==> src/hdl/bdq_pkg.sv <==
// Shared types and codes for the bounded deque with search.
package bdq_pkg;

  localparam int unsigned DEPTH_DEF       = 32;
  localparam int unsigned VALUE_WIDTH_DEF = 32;

  // Operation codes carried in the mode field.
  localparam logic [2:0] MODE_PUSH_FRONT = 3'd0;
  localparam logic [2:0] MODE_PUSH_BACK  = 3'd1;
  localparam logic [2:0] MODE_POP_FRONT  = 3'd2;
  localparam logic [2:0] MODE_POP_BACK   = 3'd3;
  localparam logic [2:0] MODE_SEARCH     = 3'd4;
  localparam logic [2:0] MODE_TRAVERSE   = 3'd5;

  // Result kinds.
  localparam logic [2:0] KIND_DONE      = 3'd0;
  localparam logic [2:0] KIND_EMPTY_ERR = 3'd1;
  localparam logic [2:0] KIND_FULL_ERR  = 3'd2;
  localparam logic [2:0] KIND_LISTED    = 3'd3;
  localparam logic [2:0] KIND_MATCH     = 3'd4;
  localparam logic [2:0] KIND_NO_MATCH  = 3'd5;

  typedef struct packed {
    logic [2:0]         mode;
    logic signed [31:0] item_value;
  } in_t;

  typedef struct packed {
    logic [2:0]         kind;
    logic signed [31:0] entry_value;
    logic [5:0]         position;
    logic [5:0]         occupancy;
    logic               last;
  } out_t;

endpackage

==> src/hdl/bdq_store.sv <==
// Entry store: ring of words with one write port and one registered read port.
module bdq_store import bdq_pkg::*; #(
  parameter int unsigned DEPTH       = DEPTH_DEF,
  parameter int unsigned VALUE_WIDTH = VALUE_WIDTH_DEF,
  parameter int unsigned IW          = $clog2(DEPTH)
) (
  input  logic                   clk_i,
  input  logic                   we_i,
  input  logic [IW-1:0]          waddr_i,
  input  logic [VALUE_WIDTH-1:0] wdata_i,
  input  logic [IW-1:0]          raddr_i,
  output logic [VALUE_WIDTH-1:0] rdata_o
);

  logic [VALUE_WIDTH-1:0] mem [DEPTH];
  logic [VALUE_WIDTH-1:0] rdata_q;

  always_ff @(posedge clk_i) begin
    if (we_i) begin
      mem[waddr_i] <= wdata_i;
    end
    rdata_q <= mem[raddr_i];
  end

  assign rdata_o = rdata_q;

endmodule

==> src/hdl/bounded_deque_with_search.sv <==
// Bounded double-ended queue with linear search over a ring store.
// Push, an error or an unused mode: one result in the cycle after the transfer; busy never rises.
// Pop: busy for one cycle while the store read lands in S_POP; the result is then registered in res_q.
// Search and traverse on N entries: busy while the entries are walked (and, for search, the flush state),
// one entry per cycle, set by the single read port of the store; results are registered behind the walk.
// Reset clears head and count (store empty); store contents are undefined until written.
module bounded_deque_with_search import bdq_pkg::*; #(
  parameter int unsigned DEPTH       = DEPTH_DEF,
  parameter int unsigned VALUE_WIDTH = VALUE_WIDTH_DEF
) (
  input  logic clk_i,
  input  logic rst_ni,
  input  logic start,
  output logic busy,
  input  in_t  cmd_i,
  output logic result_valid_o,
  output out_t result_o
);

  localparam int unsigned IW = $clog2(DEPTH);
  localparam int unsigned CW = $clog2(DEPTH + 1);
  localparam int unsigned EW = (VALUE_WIDTH > 32) ? VALUE_WIDTH : 32;

  typedef enum logic [1:0] {
    S_IDLE,
    S_POP,
    S_SCAN,
    S_FLUSH
  } state_e;

  state_e                 state_q, state_d;
  logic [IW-1:0]          head_q, head_d;
  logic [CW-1:0]          count_q, count_d;
  logic [CW-1:0]          pos_q, pos_d;
  logic                   trav_q, trav_d;
  logic [VALUE_WIDTH-1:0] key_q, key_d;
  logic                   pend_q, pend_d;
  logic [VALUE_WIDTH-1:0] pend_val_q, pend_val_d;
  logic [CW-1:0]          pend_pos_q, pend_pos_d;
  logic                   res_valid_q, res_valid_d;
  out_t                   res_q, res_d;

  logic                   we;
  logic [IW-1:0]          waddr;
  logic [IW-1:0]          raddr;
  logic [VALUE_WIDTH-1:0] rdata;
  logic [VALUE_WIDTH-1:0] in_key;
  logic signed [EW-1:0]   in_ext;
  logic                   full, empty, at_end;
  logic [IW-1:0]          head_inc, head_dec;

  function automatic logic [IW-1:0] slot(input logic [IW-1:0] h, input logic [CW-1:0] off);
    logic [CW:0] s;
    s = (CW+1)'(h) + (CW+1)'(off);
    if (s >= (CW+1)'(DEPTH)) begin
      s = s - (CW+1)'(DEPTH);
    end
    return s[IW-1:0];
  endfunction

  function automatic logic [31:0] to_out(input logic [VALUE_WIDTH-1:0] v);
    logic [EW-1:0] w;
    w = EW'(v);
    return w[31:0];
  endfunction

  bdq_store #(
    .DEPTH       (DEPTH),
    .VALUE_WIDTH (VALUE_WIDTH),
    .IW          (IW)
  ) u_store (
    .clk_i   (clk_i),
    .we_i    (we),
    .waddr_i (waddr),
    .wdata_i (in_key),
    .raddr_i (raddr),
    .rdata_o (rdata)
  );

  assign in_ext   = EW'(cmd_i.item_value);
  assign in_key   = in_ext[VALUE_WIDTH-1:0];
  assign full     = (count_q == CW'(DEPTH));
  assign empty    = (count_q == '0);
  assign at_end   = (pos_q == count_q);
  assign head_inc = (head_q == IW'(DEPTH - 1)) ? '0 : IW'(head_q + 1'b1);
  assign head_dec = (head_q == '0) ? IW'(DEPTH - 1) : IW'(head_q - 1'b1);
  assign busy     = (state_q != S_IDLE);

  always_comb begin
    state_d     = state_q;
    head_d      = head_q;
    count_d     = count_q;
    pos_d       = pos_q;
    trav_d      = trav_q;
    key_d       = key_q;
    pend_d      = pend_q;
    pend_val_d  = pend_val_q;
    pend_pos_d  = pend_pos_q;
    res_valid_d = 1'b0;
    res_d       = res_q;
    we          = 1'b0;
    waddr       = head_q;
    raddr       = slot(head_q, pos_q);

    unique case (state_q)
      S_IDLE: begin
        if (start) begin
          key_d  = in_key;
          trav_d = (cmd_i.mode == MODE_TRAVERSE);
          res_d  = '{kind: KIND_DONE, entry_value: '0, position: '0, occupancy: '0, last: 1'b1};
          unique case (cmd_i.mode)
            MODE_PUSH_FRONT, MODE_PUSH_BACK: begin
              res_valid_d = 1'b1;
              if (full) begin
                res_d.kind = KIND_FULL_ERR;
              end else begin
                we = 1'b1;
                if (cmd_i.mode == MODE_PUSH_FRONT) begin
                  waddr  = head_dec;
                  head_d = head_dec;
                end else begin
                  waddr = slot(head_q, count_q);
                end
                count_d = CW'(count_q + 1'b1);
              end
            end
            MODE_POP_FRONT, MODE_POP_BACK: begin
              if (empty) begin
                res_valid_d = 1'b1;
                res_d.kind  = KIND_EMPTY_ERR;
              end else begin
                // The ring pointers move now; the popped word arrives next cycle.
                if (cmd_i.mode == MODE_POP_FRONT) begin
                  raddr  = head_q;
                  head_d = head_inc;
                end else begin
                  raddr = slot(head_q, CW'(count_q - 1'b1));
                end
                if (count_q == CW'(1)) begin
                  head_d = '0;
                end
                count_d = CW'(count_q - 1'b1);
                state_d = S_POP;
              end
            end
            MODE_SEARCH, MODE_TRAVERSE: begin
              if (empty) begin
                res_valid_d = 1'b1;
                res_d.kind  = (cmd_i.mode == MODE_TRAVERSE) ? KIND_EMPTY_ERR : KIND_NO_MATCH;
              end else begin
                raddr   = head_q;
                pos_d   = CW'(1);
                pend_d  = 1'b0;
                state_d = S_SCAN;
              end
            end
            default: begin
              res_valid_d = 1'b1;
            end
          endcase
        end
      end
      S_POP: begin
        res_valid_d       = 1'b1;
        res_d.kind        = KIND_DONE;
        res_d.entry_value = to_out(rdata);
        res_d.position    = '0;
        res_d.last        = 1'b1;
        state_d           = S_IDLE;
      end
      S_SCAN: begin
        // The read data belongs to position pos_q; the next entry is being fetched.
        pos_d = CW'(pos_q + 1'b1);
        if (trav_q) begin
          res_valid_d       = 1'b1;
          res_d.kind        = KIND_LISTED;
          res_d.entry_value = to_out(rdata);
          res_d.position    = 6'(pos_q);
          res_d.last        = at_end;
          if (at_end) begin
            state_d = S_IDLE;
          end
        end else begin
          // A match is held back until the next match or the flush, so that the final one can carry the last flag.
          if (rdata == key_q) begin
            if (pend_q) begin
              res_valid_d       = 1'b1;
              res_d.kind        = KIND_MATCH;
              res_d.entry_value = to_out(pend_val_q);
              res_d.position    = 6'(pend_pos_q);
              res_d.last        = 1'b0;
            end
            pend_d     = 1'b1;
            pend_val_d = rdata;
            pend_pos_d = pos_q;
          end
          if (at_end) begin
            state_d = S_FLUSH;
          end
        end
      end
      S_FLUSH: begin
        res_valid_d = 1'b1;
        res_d.last  = 1'b1;
        if (pend_q) begin
          res_d.kind        = KIND_MATCH;
          res_d.entry_value = to_out(pend_val_q);
          res_d.position    = 6'(pend_pos_q);
        end else begin
          res_d.kind        = KIND_NO_MATCH;
          res_d.entry_value = '0;
          res_d.position    = '0;
        end
        state_d = S_IDLE;
      end
      default: begin
        state_d = S_IDLE;
      end
    endcase

    res_d.occupancy = 6'(count_d);
  end

  always_ff @(posedge clk_i or negedge rst_ni) begin
    if (!rst_ni) begin
      state_q     <= S_IDLE;
      head_q      <= '0;
      count_q     <= '0;
      pend_q      <= 1'b0;
      res_valid_q <= 1'b0;
    end else begin
      state_q     <= state_d;
      head_q      <= head_d;
      count_q     <= count_d;
      pend_q      <= pend_d;
      res_valid_q <= res_valid_d;
    end
  end

  always_ff @(posedge clk_i) begin
    pos_q      <= pos_d;
    trav_q     <= trav_d;
    key_q      <= key_d;
    pend_val_q <= pend_val_d;
    pend_pos_q <= pend_pos_d;
    res_q      <= res_d;
  end

  assign result_valid_o = res_valid_q;
  assign result_o       = res_q;

endmodule

==> config.mk <==
export PLATFORM = sky130hd
export DESIGN_NAME = bounded_deque_with_search
export DESIGN_NICKNAME = d
export VERILOG_FILES = /design/src/hdl/bdq_pkg.sv /design/src/hdl/bdq_store.sv /design/src/hdl/bounded_deque_with_search.sv
export SDC_FILE = /design/constraint.sdc
export NUM_CORES = 1
export LEC_CHECK = 0
export BUFFER_PORTS_ARGS = -buffer_cell sky130_fd_sc_hd__buf_2
export CAP_MARGIN = 20
export CORE_ASPECT_RATIO = 1.5
export CORE_MARGIN = 1.5
export CORE_UTILIZATION = 30
export DETAILED_ROUTE_END_ITERATION = 12
export PLACE_DENSITY_LB_ADDON = 0.2
export SLEW_MARGIN = 40
export SYNTH_ARGS = -nofsm -noshare
export SYNTH_HDL_FRONTEND = slang
export SYNTH_SLANG_ARGS = --single-unit
==> constraint.sdc <==
create_clock -name clk_i -period 9.5 [get_ports clk_i]
set_clock_uncertainty 0.15 [all_clocks]
set_input_delay 1.9 -clock clk_i [delete_from_list [all_inputs] [get_ports clk_i]]
set_output_delay 1.9 -clock clk_i [all_outputs]
set_load 0.02 [all_outputs]
# After elaboration in Yosys (flattened, before gate mapping)
# Memories as Yosys holds them, arrays and structs flattened. A register that Yosys moved wholly into a read port is not among the register bits.
# Cells that the tools add are included.
dict set report totals {
  regBits 140
  ramBits 1024
  in_bits 38
  out_inout_bits 50
  word_cells 151
  memories 1
}
dict set report op_classes {
  add_sub_neg 11
  magnitude_cmp 3
  n_eq_ne 28
  n_mux 73
  bitwise 1
  n_reduce_logical 19
}
# name depth width rd rd_clocked_by_memory_dff write_ports line
set memory_table {}
lappend memory_table {u_store.mem 32 32 1 1 1 bdq_store.sv:15} ;# logic [VALUE_WIDTH-1:0] mem [DEPTH];
# op count
set ops {}
lappend ops {{case mux 41 bit (4 select lines)} 1}
lappend ops {{2-to-1 mux 41 bit} 3}
lappend ops {{2-to-1 mux 5 bit} 20}
lappend ops {{2-to-1 mux 48 bit} 1}
lappend ops {{2-to-1 mux 6 bit} 7}
lappend ops {{2-to-1 mux 39 bit} 1}
lappend ops {{equality test 32 bit} 1}
lappend ops {{case mux 6 bit (2 select lines)} 2}
lappend ops {{adder 5 x 6 -> 7 bit} 3}
lappend ops {{>= comparator 7 x 6 -> 1 bit (second input constant)} 3}
lappend ops {{2-to-1 mux 1 bit} 21}
lappend ops {{case mux 5 bit (2 select lines)} 2}
lappend ops {{subtractor 5 x 1 -> 5 bit (second input constant)} 4}
lappend ops {{inequality test 2 bit (second input constant)} 8}
lappend ops {{inequality test 3 bit (second input constant)} 5}
lappend ops {{2-to-1 mux 2 bit} 7}
lappend ops {{adder 6 x 1 -> 6 bit (second input constant)} 2}
lappend ops {{case mux 3 bit (3 select lines)} 1}
lappend ops {{OR reduction 2 bit} 4}
lappend ops {{AND reduction 7 bit} 1}
lappend ops {{equality test 3 x 2 -> 1 bit (second input constant)} 2}
lappend ops {{equality test 3 bit (second input constant)} 2}
lappend ops {{equality test 6 x 1 -> 1 bit (second input constant)} 1}
lappend ops {{equality test 6 bit} 1}
lappend ops {{other kinds (26)} 32}

# Depth between registers and ports, before layout
# Gate-level depths: netlist of run 1.
dict set report logic_depth {
  word_depth 9
  ltp_mapped 15
  mapped_depth_nobuf 12
}

# Cells and area by module
# Synthesis of run 1 repeated with hierarchy kept, for this count alone.
dict set report hier_totals {
  hier_cells 2766
  area_unflattened_um2 47123.9
}
# module instances cells_each area_per_inst_um2 seq_area_each_um2
set by_module_without_submodules {}
lappend by_module_without_submodules {bdq_store 1 2260 40492.6 31390.1}
lappend by_module_without_submodules {bounded_deque_with_search 1 506 6631.4 4068.9}

# Worst setup path after synthesis of run 1
# No wires, ideal clock.
dict set report synth_timing {
  path_kind {input to register}
  from {input port cmd_i[33] in the netlist's numbering}
  to {memory u_store.mem[24][0] in the netlist's numbering, enable pin}
  setup_ns 0.421
  arrival_time_ns 4.828
  required_ns 8.929
  slack_ns 4.101
  path_stages 8
  path_buffers 1
  path_cell_list {clkbuf_1 -> nor2_1 -> nand2_1 -> nor2_1 -> o211ai_1 -> xnor2_1 -> nand3_1 -> nor2_1}
}
dict set report synth_via {
  elab_chain_cells 7
  elab_cells_between_ends 13
  cone_classes {eq/ne: 1; mux: 10; reduce/logical: 2}
}
# item line
set synth_rtl {}
lappend synth_rtl {{from (decl)} bounded_deque_with_search.sv:15} ;# input in_t cmd_i,
lappend synth_rtl {{equality test 3 x 1 -> 1 bit or zero test 3 bit (tied branches)} {bounded_deque_with_search.sv:111, bounded_deque_with_search.sv:118}}
lappend synth_rtl {{OR reduction 2 bit} -}
lappend synth_rtl {{2-to-1 mux 1 bit} bounded_deque_with_search.sv:111} ;# unique case (cmd_i.mode)
lappend synth_rtl {{2-to-1 mux 1 bit} bounded_deque_with_search.sv:107} ;# if (start) begin
lappend synth_rtl {{2-to-1 mux 1 bit} bounded_deque_with_search.sv:105} ;# unique case (state_q)
lappend synth_rtl {{2-to-1 mux 1 bit} bdq_store.sv:19} ;# if (we_i) begin
lappend synth_rtl {{2-to-1 mux 1 bit (not written as such)} bdq_store.sv:20} ;# mem[waddr_i] <= wdata_i;
lappend synth_rtl {{to (decl)} bdq_store.sv:15}
# Parallel ways exist; a longest one is shown, timed or not.

# Worst setup path after layout of run 1
dict set report layout_timing {
  from {input port start}
  to {register u_store.rdata_q[14], in the netlist u_store.rdata_o[14] (read register of u_store.mem)}
}
dict set report layout_via {
  elab_chain_cells 2
}
# item line
set layout_rtl {}
lappend layout_rtl {{from (decl)} bounded_deque_with_search.sv:13} ;# input logic start,
lappend layout_rtl {{2-to-1 mux 5 bit} bounded_deque_with_search.sv:107}
lappend layout_rtl {{2-to-1 mux 5 bit} bounded_deque_with_search.sv:105}
lappend layout_rtl {{to (decl)} bdq_store.sv:16} ;# logic [VALUE_WIDTH-1:0] rdata_q;
# Every way passes these cells.
# A chain may end at the register's enable or synchronous reset.

==> results.py, run 1 <==
metrics = {
    "synthesis": {
        "ys_ff_latch": 1196,
        "synth_edf_count": 1143,
        "synthTopCellsByArea": "edfxtp_1, a211oi_1, and3_1, nand2_1, a31oi_1",
        "netlist_instances": 3191,
        "synthFlopType": "edfxtp_1",
        "yosysWarnings": 0,
        "yosys.area.top_type": "edfxtp_1",
        "synth_seq_area_share_pct": 74.5,
        "synth_cell_types": 70,
        "netlist_area_mm2": 0.0476,
        "synthArstFlopShare_pct": 1.25,
        "syn_area_per_cell_um2": 14.9,
        "synth_top_area_share_pct": 72.1,
        "synth_fp_nets": 3251,
    },
    "layout": {
        "seq_area_mm2": 0.0355,
        "final_cell_mix": "edfxtp_1, and3_1, a211oi_1",
        "fillCellCount": 15100,
        "drive_above_1_share_pct": 11.2,
        "fin_nets": 3274,
        "fin_util_pct": 34.4,
        "area_delta_synth_final_pct": 13.8,
        "multiInputGateArea_mm2": 0.0114,
        "layout_commonest_cell": "edfxtp_1",
    },
    "routing": {
        "drc": 0,
        "wl_um": 147000,
        "dr.pass1.iters": 5,
        "via_per_inst": 5.30,
        "antenna_left": 0,
        "vias": 28500,
        "drtIter0Drc": 2268,
        "wl_per_cell_um": 27.4,
    },
    "global_route": {
        "overflow": 0,
        "grt_pass1_wl_um": 210000,
        "grt_max_degree": 186,
        "busiest_layer": "met2",
        "antenna_found_initial": 8,
        "grt_pass1_vias": 28400,
        "gr-usage-met3_pct": 2.10,
        "grtUsageMet1_pct": 22.7,
        "gr-usage-met2_pct": 31.7,
        "gr-usage-all-layers_pct": 17.9,
    },
    "critical_path": {
        "critPathArrivalTime_ns": 6.80,
        "critical_path_class": "input pin to flop",
        "crit_path_end_kind": "flop",
        "crit_start": "start",
        "endpoint": "u_store.rdata_o[14]$_DFF_P_",
        "r2r_end": "u_store.rdata_o[14]$_DFF_P_",
        "required_ns": 9.98,
        "critPathMaxFanout": 141,
        "r2r_slack_ns": 3.86,
        "r2r-start": "state_q[1]$_DFFE_PN0P_",
        "startpoint_type": "input pin",
        "rr_worst_depth": 11,
    },
    "sta": {
        "rsz0062_at_grt": "false",
        "finalSetupTns_ns": 0,
        "timing.final.crit_share_pct": 66.6,
        "period_needed_ns": 6.32,
        "worst_slack_ns": 3.18,
        "maxSlewViolCount": 0,
        "max_slew.worst_pin.slew_ns": 0.888,
        "finalHoldViolCount": 0,
        "setup_violations": 0,
        "slew_headroom_pct": 40.8,
        "max_freq_ghz": 0.158,
    },
    "floorplanning": {
        "rows": 178,
        "fp.dieArea_mm2": 0.161,
        "ioPinCount": 88,
        "core-area_mm2": 0.157,
        "die_h_um": 491,
        "die_w_um": 328,
        "initial_utilization_pct": 30.3,
    },
    "outcome": {
        "status": "complete, no violations",
    },
    "cts": {
        "path_clk_slew_ns": 0.07,
        "root_buffer": "clkbuf_16",
        "cts_setup_buffers": 0,
        "cts_made_buffers": 110,
        "cts_resized": 0,
        "htree_levels": 3,
        "clk_latency_ns": 0.75,
        "cts_tree": "done",
        "clock_sinks": 1196,
        "ctsHoldBuffers": 0,
        "clock_path_buffers": 3,
    },
    "placement": {
        "dp_hpwl_um": 79400,
        "place.gp.congestion": 0.791,
        "pre_cts_slack_ns": 2.49,
        "portBuffers": 87,
    },
    "flow_run": {
        "max_cap_violations": 0,
    },
    "min_path": {
        "min_path_type": "flop to flop",
        "min_from": "u_store.rdata_o[7]$_DFF_P_",
    },
}
metal layers:
| metal | routed length [um] | share of wire (%) |
|---|---|---|
| met4 | 3770 | 2.6 |
| met1 | 61200 | 42 |
| met5 | 34 | 0.023 |
| met3 | 6490 | 4.4 |
| met2 | 75800 | 51 |
cell type report:
type / count / share of cell area (%)
Inverter: 10 / 0.0739
Timing Repair Buffer: 162 / 2.51
Multi-Input combinational cell: 1734 / 21.0
Sequential cell: 1196 / 65.5
Antenna cell: 2 / 0.00924
Clock inverter: 50 / 0.638
Tap cell: 2070 / 4.78
Clock buffer: 156 / 5.49
state kept, by name (all words and copies together) (netlist names):
signal	count
pend_pos_q	6
pend_val_q	32
u_store.mem	1024
result_o	48
count_q	6
u_store.rdata_o	32
pos_q	6
result_valid_o	1
pend_q	1
state_q	2
key_q	32
head_q	5
trav_q	1
synth_stat cells, drive strengths merged (4+ instances only):
cell / count
o31ai: 5
nand2b: 8
dfrtp: 15
a211oi: 378
xor2: 30
a21o: 6
a22o: 39
a22oi: 97
a21oi: 24
nand3: 57
o22ai: 6
nor3b: 4
buf: 102
and3: 380
nor3: 7
a31oi: 132
o21ai: 18
ha: 19
edfxtp: 1143
clkbuf: 149
or3: 5
nor4: 69
dfxtp: 38
nand2: 294
mux2i: 10
nor2: 66
xnor2: 27
and2: 6
inv: 10
nand4: 5
logic make-up after synthesis:
group	after synthesis	share of synthesized area, %
AO/OA/AOI/OAI	728	11.1
AND/OR/NAND/NOR	917	10.1
adder cells (fa/ha/maj)	22	0.626
multiplexers	10	0.210
XOR/XNOR	57	1.05
buffers and inverters	261	2.38
flip-flops	1196	74.5
worst max-delay path, cell delays in order:
cell	delay [ns]
buf_2	0.11
or3b_1	0.52
a211oi_4	0.55
or2_4	0.69
buf_12	0.43
buf_12	0.39
buf_16	0.40
and3_1	0.25
a211oi_1	0.05
nor4_1	0.54
a22oi_1	0.27
nand3_1	0.34
metrics by stage:
step	hold WS [ns]	instance area [um2]	instances
2_1_floorplan	0.274	47600	3191
3_3_place_gp	0.317	50400	5158
3_5_place_dp	0.331	50700	5169
4_1_cts	0.355	54100	5375
5_1_grt	0.362	54200	5379
6_report	0.357	54200	5380
worst min path at each step:
stage | slack (ns) | cells past startpoint | to
after floorplan | 0.27 | 0 | pend_pos_q[4]$_DFFE_PP_
after global routing | 0.36 | 0 | pend_val_q[7]$_DFFE_PP_
after CTS | 0.35 | 0 | pend_val_q[7]$_DFFE_PP_
final | 0.36 | 0 | pend_val_q[7]$_DFFE_PP_
after detailed placement | 0.33 | 0 | pend_val_q[7]$_DFFE_PP_
after global placement | 0.32 | 0 | pend_val_q[7]$_DFFE_PP_
Power of run 1 is left out: the tool's default activity adds up to more than one toggle a clock period on the data nets, which glitch-free logic cannot reach.
==> inputs of run 2 (changes only) <==
==> constraint.sdc (replaced) <==
create_clock -name clk_i -period 5.4 [get_ports clk_i]
set_clock_uncertainty 0.15 [all_clocks]
set_input_delay 1.08 -clock clk_i [delete_from_list [all_inputs] [get_ports clk_i]]
set_output_delay 1.08 -clock clk_i [all_outputs]
set_load 0.02 [all_outputs]
==> run 2 against run 1 <==
- die area did not move
- via count up 0.49%
- global-route usage grew 0.29 points
- worst setup slack lost 2.3 ns
- highest routed layer unchanged
==> results.py, run 2 (same netlist as run 1, synthesis figures left out) <==
metrics = {
    "outcome": {
        "status": "complete, no violations",
    },
    "layout": {
        "area_delta_synth_final_pct": 15.7,
        "final_cell_mix": "edfxtp_1, and3_1, a211oi_1",
        "drive_above_1_share_pct": 13.0,
        "fin_nets": 3322,
        "largest_reg_flops": 1024,
        "fillCellCount": 15100,
        "layout_commonest_cell": "edfxtp_1",
        "largest-register": "u_store.mem",
    },
    "critical_path": {
        "r2r-start": "count_q[0]$_DFF_PN0_",
        "cpMaxStageDelayCell": "dfrtp_1",
        "crit_chain": "inv_1 > ha_1 > nor3b_2 > nand3b_1 > nand2_1 > nor2_1 > o21ai_0 > a32oi_1 > nand3_1 > nor2_4 > buf_12",
        "r2r_slack_ns": 0.92,
        "critical_path_class": "flop to flop",
        "cp_num_cells": 11,
        "crit_start": "count_q[0]$_DFF_PN0_",
        "crit_path_end_kind": "flop",
        "critPathMaxFanout": 24,
        "endpoint": "u_store.mem[19][18]$_DFFE_PP_",
        "rr_worst_depth": 11,
        "r2r_end": "u_store.mem[19][18]$_DFFE_PP_",
        "worst_path_largest_cell_delay_ns": 0.50,
        "critPathArrivalTime_ns": 4.74,
        "cp_top_family": "simple AND/OR/NAND/NOR gates",
        "timing.critical_path.buf_inv": 2,
        "startpoint_type": "flop",
        "required_ns": 5.67,
    },
    "sta": {
        "max_freq_ghz": 0.223,
        "max_slew.worst_pin.slew_ns": 0.945,
        "maxSlewViolCount": 0,
        "timing.final.crit_share_pct": 82.9,
        "finalHoldViolCount": 0,
        "rsz0062_at_grt": "false",
        "period_needed_ns": 4.48,
        "finalSetupTns_ns": 0,
        "slew_headroom_pct": 37.0,
        "setup_violations": 0,
    },
    "routing": {
        "via_per_inst": 5.28,
        "wl_um": 149000,
        "dr.pass1.iters": 5,
        "antenna_left": 0,
        "wl_per_cell_um": 27.4,
        "drtIter0Drc": 2442,
        "drc": 0,
        "vias": 28700,
    },
    "floorplanning": {
        "die_h_um": 491,
        "die_w_um": 328,
        "initial_utilization_pct": 30.3,
        "core-area_mm2": 0.157,
        "rows": 178,
        "ioPinCount": 88,
        "fp.dieArea_mm2": 0.161,
    },
    "cts": {
        "clock_sinks": 1196,
        "clk_latency_ns": 0.75,
        "cts_made_buffers": 109,
        "htree_levels": 3,
        "ctsHoldBuffers": 0,
        "cts_tree": "done",
        "root_buffer": "clkbuf_16",
        "clock_path_buffers": 3,
        "cts_resized": 0,
        "path_clk_slew_ns": 0.07,
        "cts_setup_buffers": 0,
    },
    "global_route": {
        "antenna_found_initial": 10,
        "overflow": 0,
        "grt_pass1_vias": 28400,
        "grt_max_degree": 158,
        "gr-usage-all-layers_pct": 18.2,
        "grt_pass1_wl_um": 213000,
    },
    "flow_run": {
        "max_cap_violations": 0,
    },
    "placement": {
        "place.gp.congestion": 0.829,
        "portBuffers": 87,
        "dp_hpwl_um": 81700,
    },
    "min_path": {
        "min_path_type": "input pin to asynchronous set/reset pin",
    },
}
run 2: cell count changes in the layout (fill, tap and decap cells not counted), moves of 3 or more:
cell / change
clkbuf_1: -18
buf_12: +33
clkinv_1: -4
buf_6: -5
clkinv_2: +5
buf_4: +33
bufinv_16: +14
inv_6: -3
buf_16: -10
run 2: final cells by class:
| class | instances | area [um2] | share of cell area (%) |
|---|---|---|---|
| Sequential cell | 1196 | 35500 | 64.4 |
| Inverter | 10 | 37.5 | 0.0682 |
| Antenna cell | 2 | 5.00 | 0.00909 |
| Multi-Input combinational cell | 1734 | 11400 | 20.6 |
| Timing Repair Buffer | 211 | 1900 | 3.46 |
| Tap cell | 2070 | 2590 | 4.70 |
| Clock inverter | 65 | 753 | 1.37 |
| Clock buffer | 140 | 2950 | 5.35 |
run 2: through the flow:
step | setup WS (ns) | util [%] | area [um2] | cells | hold slack (ns)
2_1_floorplan | 0.642 | - | 47600 | 3191 | 0.274
3_3_place_gp | 0.862 | 32.7 | 51400 | 5221 | 0.338
3_5_place_dp | 0.828 | 32.7 | 51400 | 5221 | 0.338
4_1_cts | 0.944 | 35.0 | 55100 | 5426 | 0.0814
5_1_grt | 0.674 | 35.0 | 55100 | 5427 | 0.123
6_report | 0.924 | 35.0 | 55100 | 5428 | 0.100
run 2: worst min path at each step:
stage	from	end
2_1_floorplan	pos_q[4]$_SDFFCE_PN0P_	pend_pos_q[4]$_DFFE_PP_
3_3_place_gp	u_store.rdata_o[30]$_DFF_P_	pend_val_q[30]$_DFFE_PP_
3_5_place_dp	u_store.rdata_o[30]$_DFF_P_	pend_val_q[30]$_DFFE_PP_
4_1_cts	rst_ni	state_q[0]$_DFFE_PN0P_
5_1_grt	rst_ni	pend_q$_DFFE_PN0P_
6_report	rst_ni	pend_q$_DFFE_PN0P_
run 2: metal layers:
layer	share of wire, %	vias to the layer above	GRT usage (%)
li1	-	12800	-
met1	41	14900	23.0
met2	51	723	31.9
met3	4.2	201	2.02
met4	3.2	8	6.51
met5	0.038	-	0
Power of run 2 is left out for the same reason.
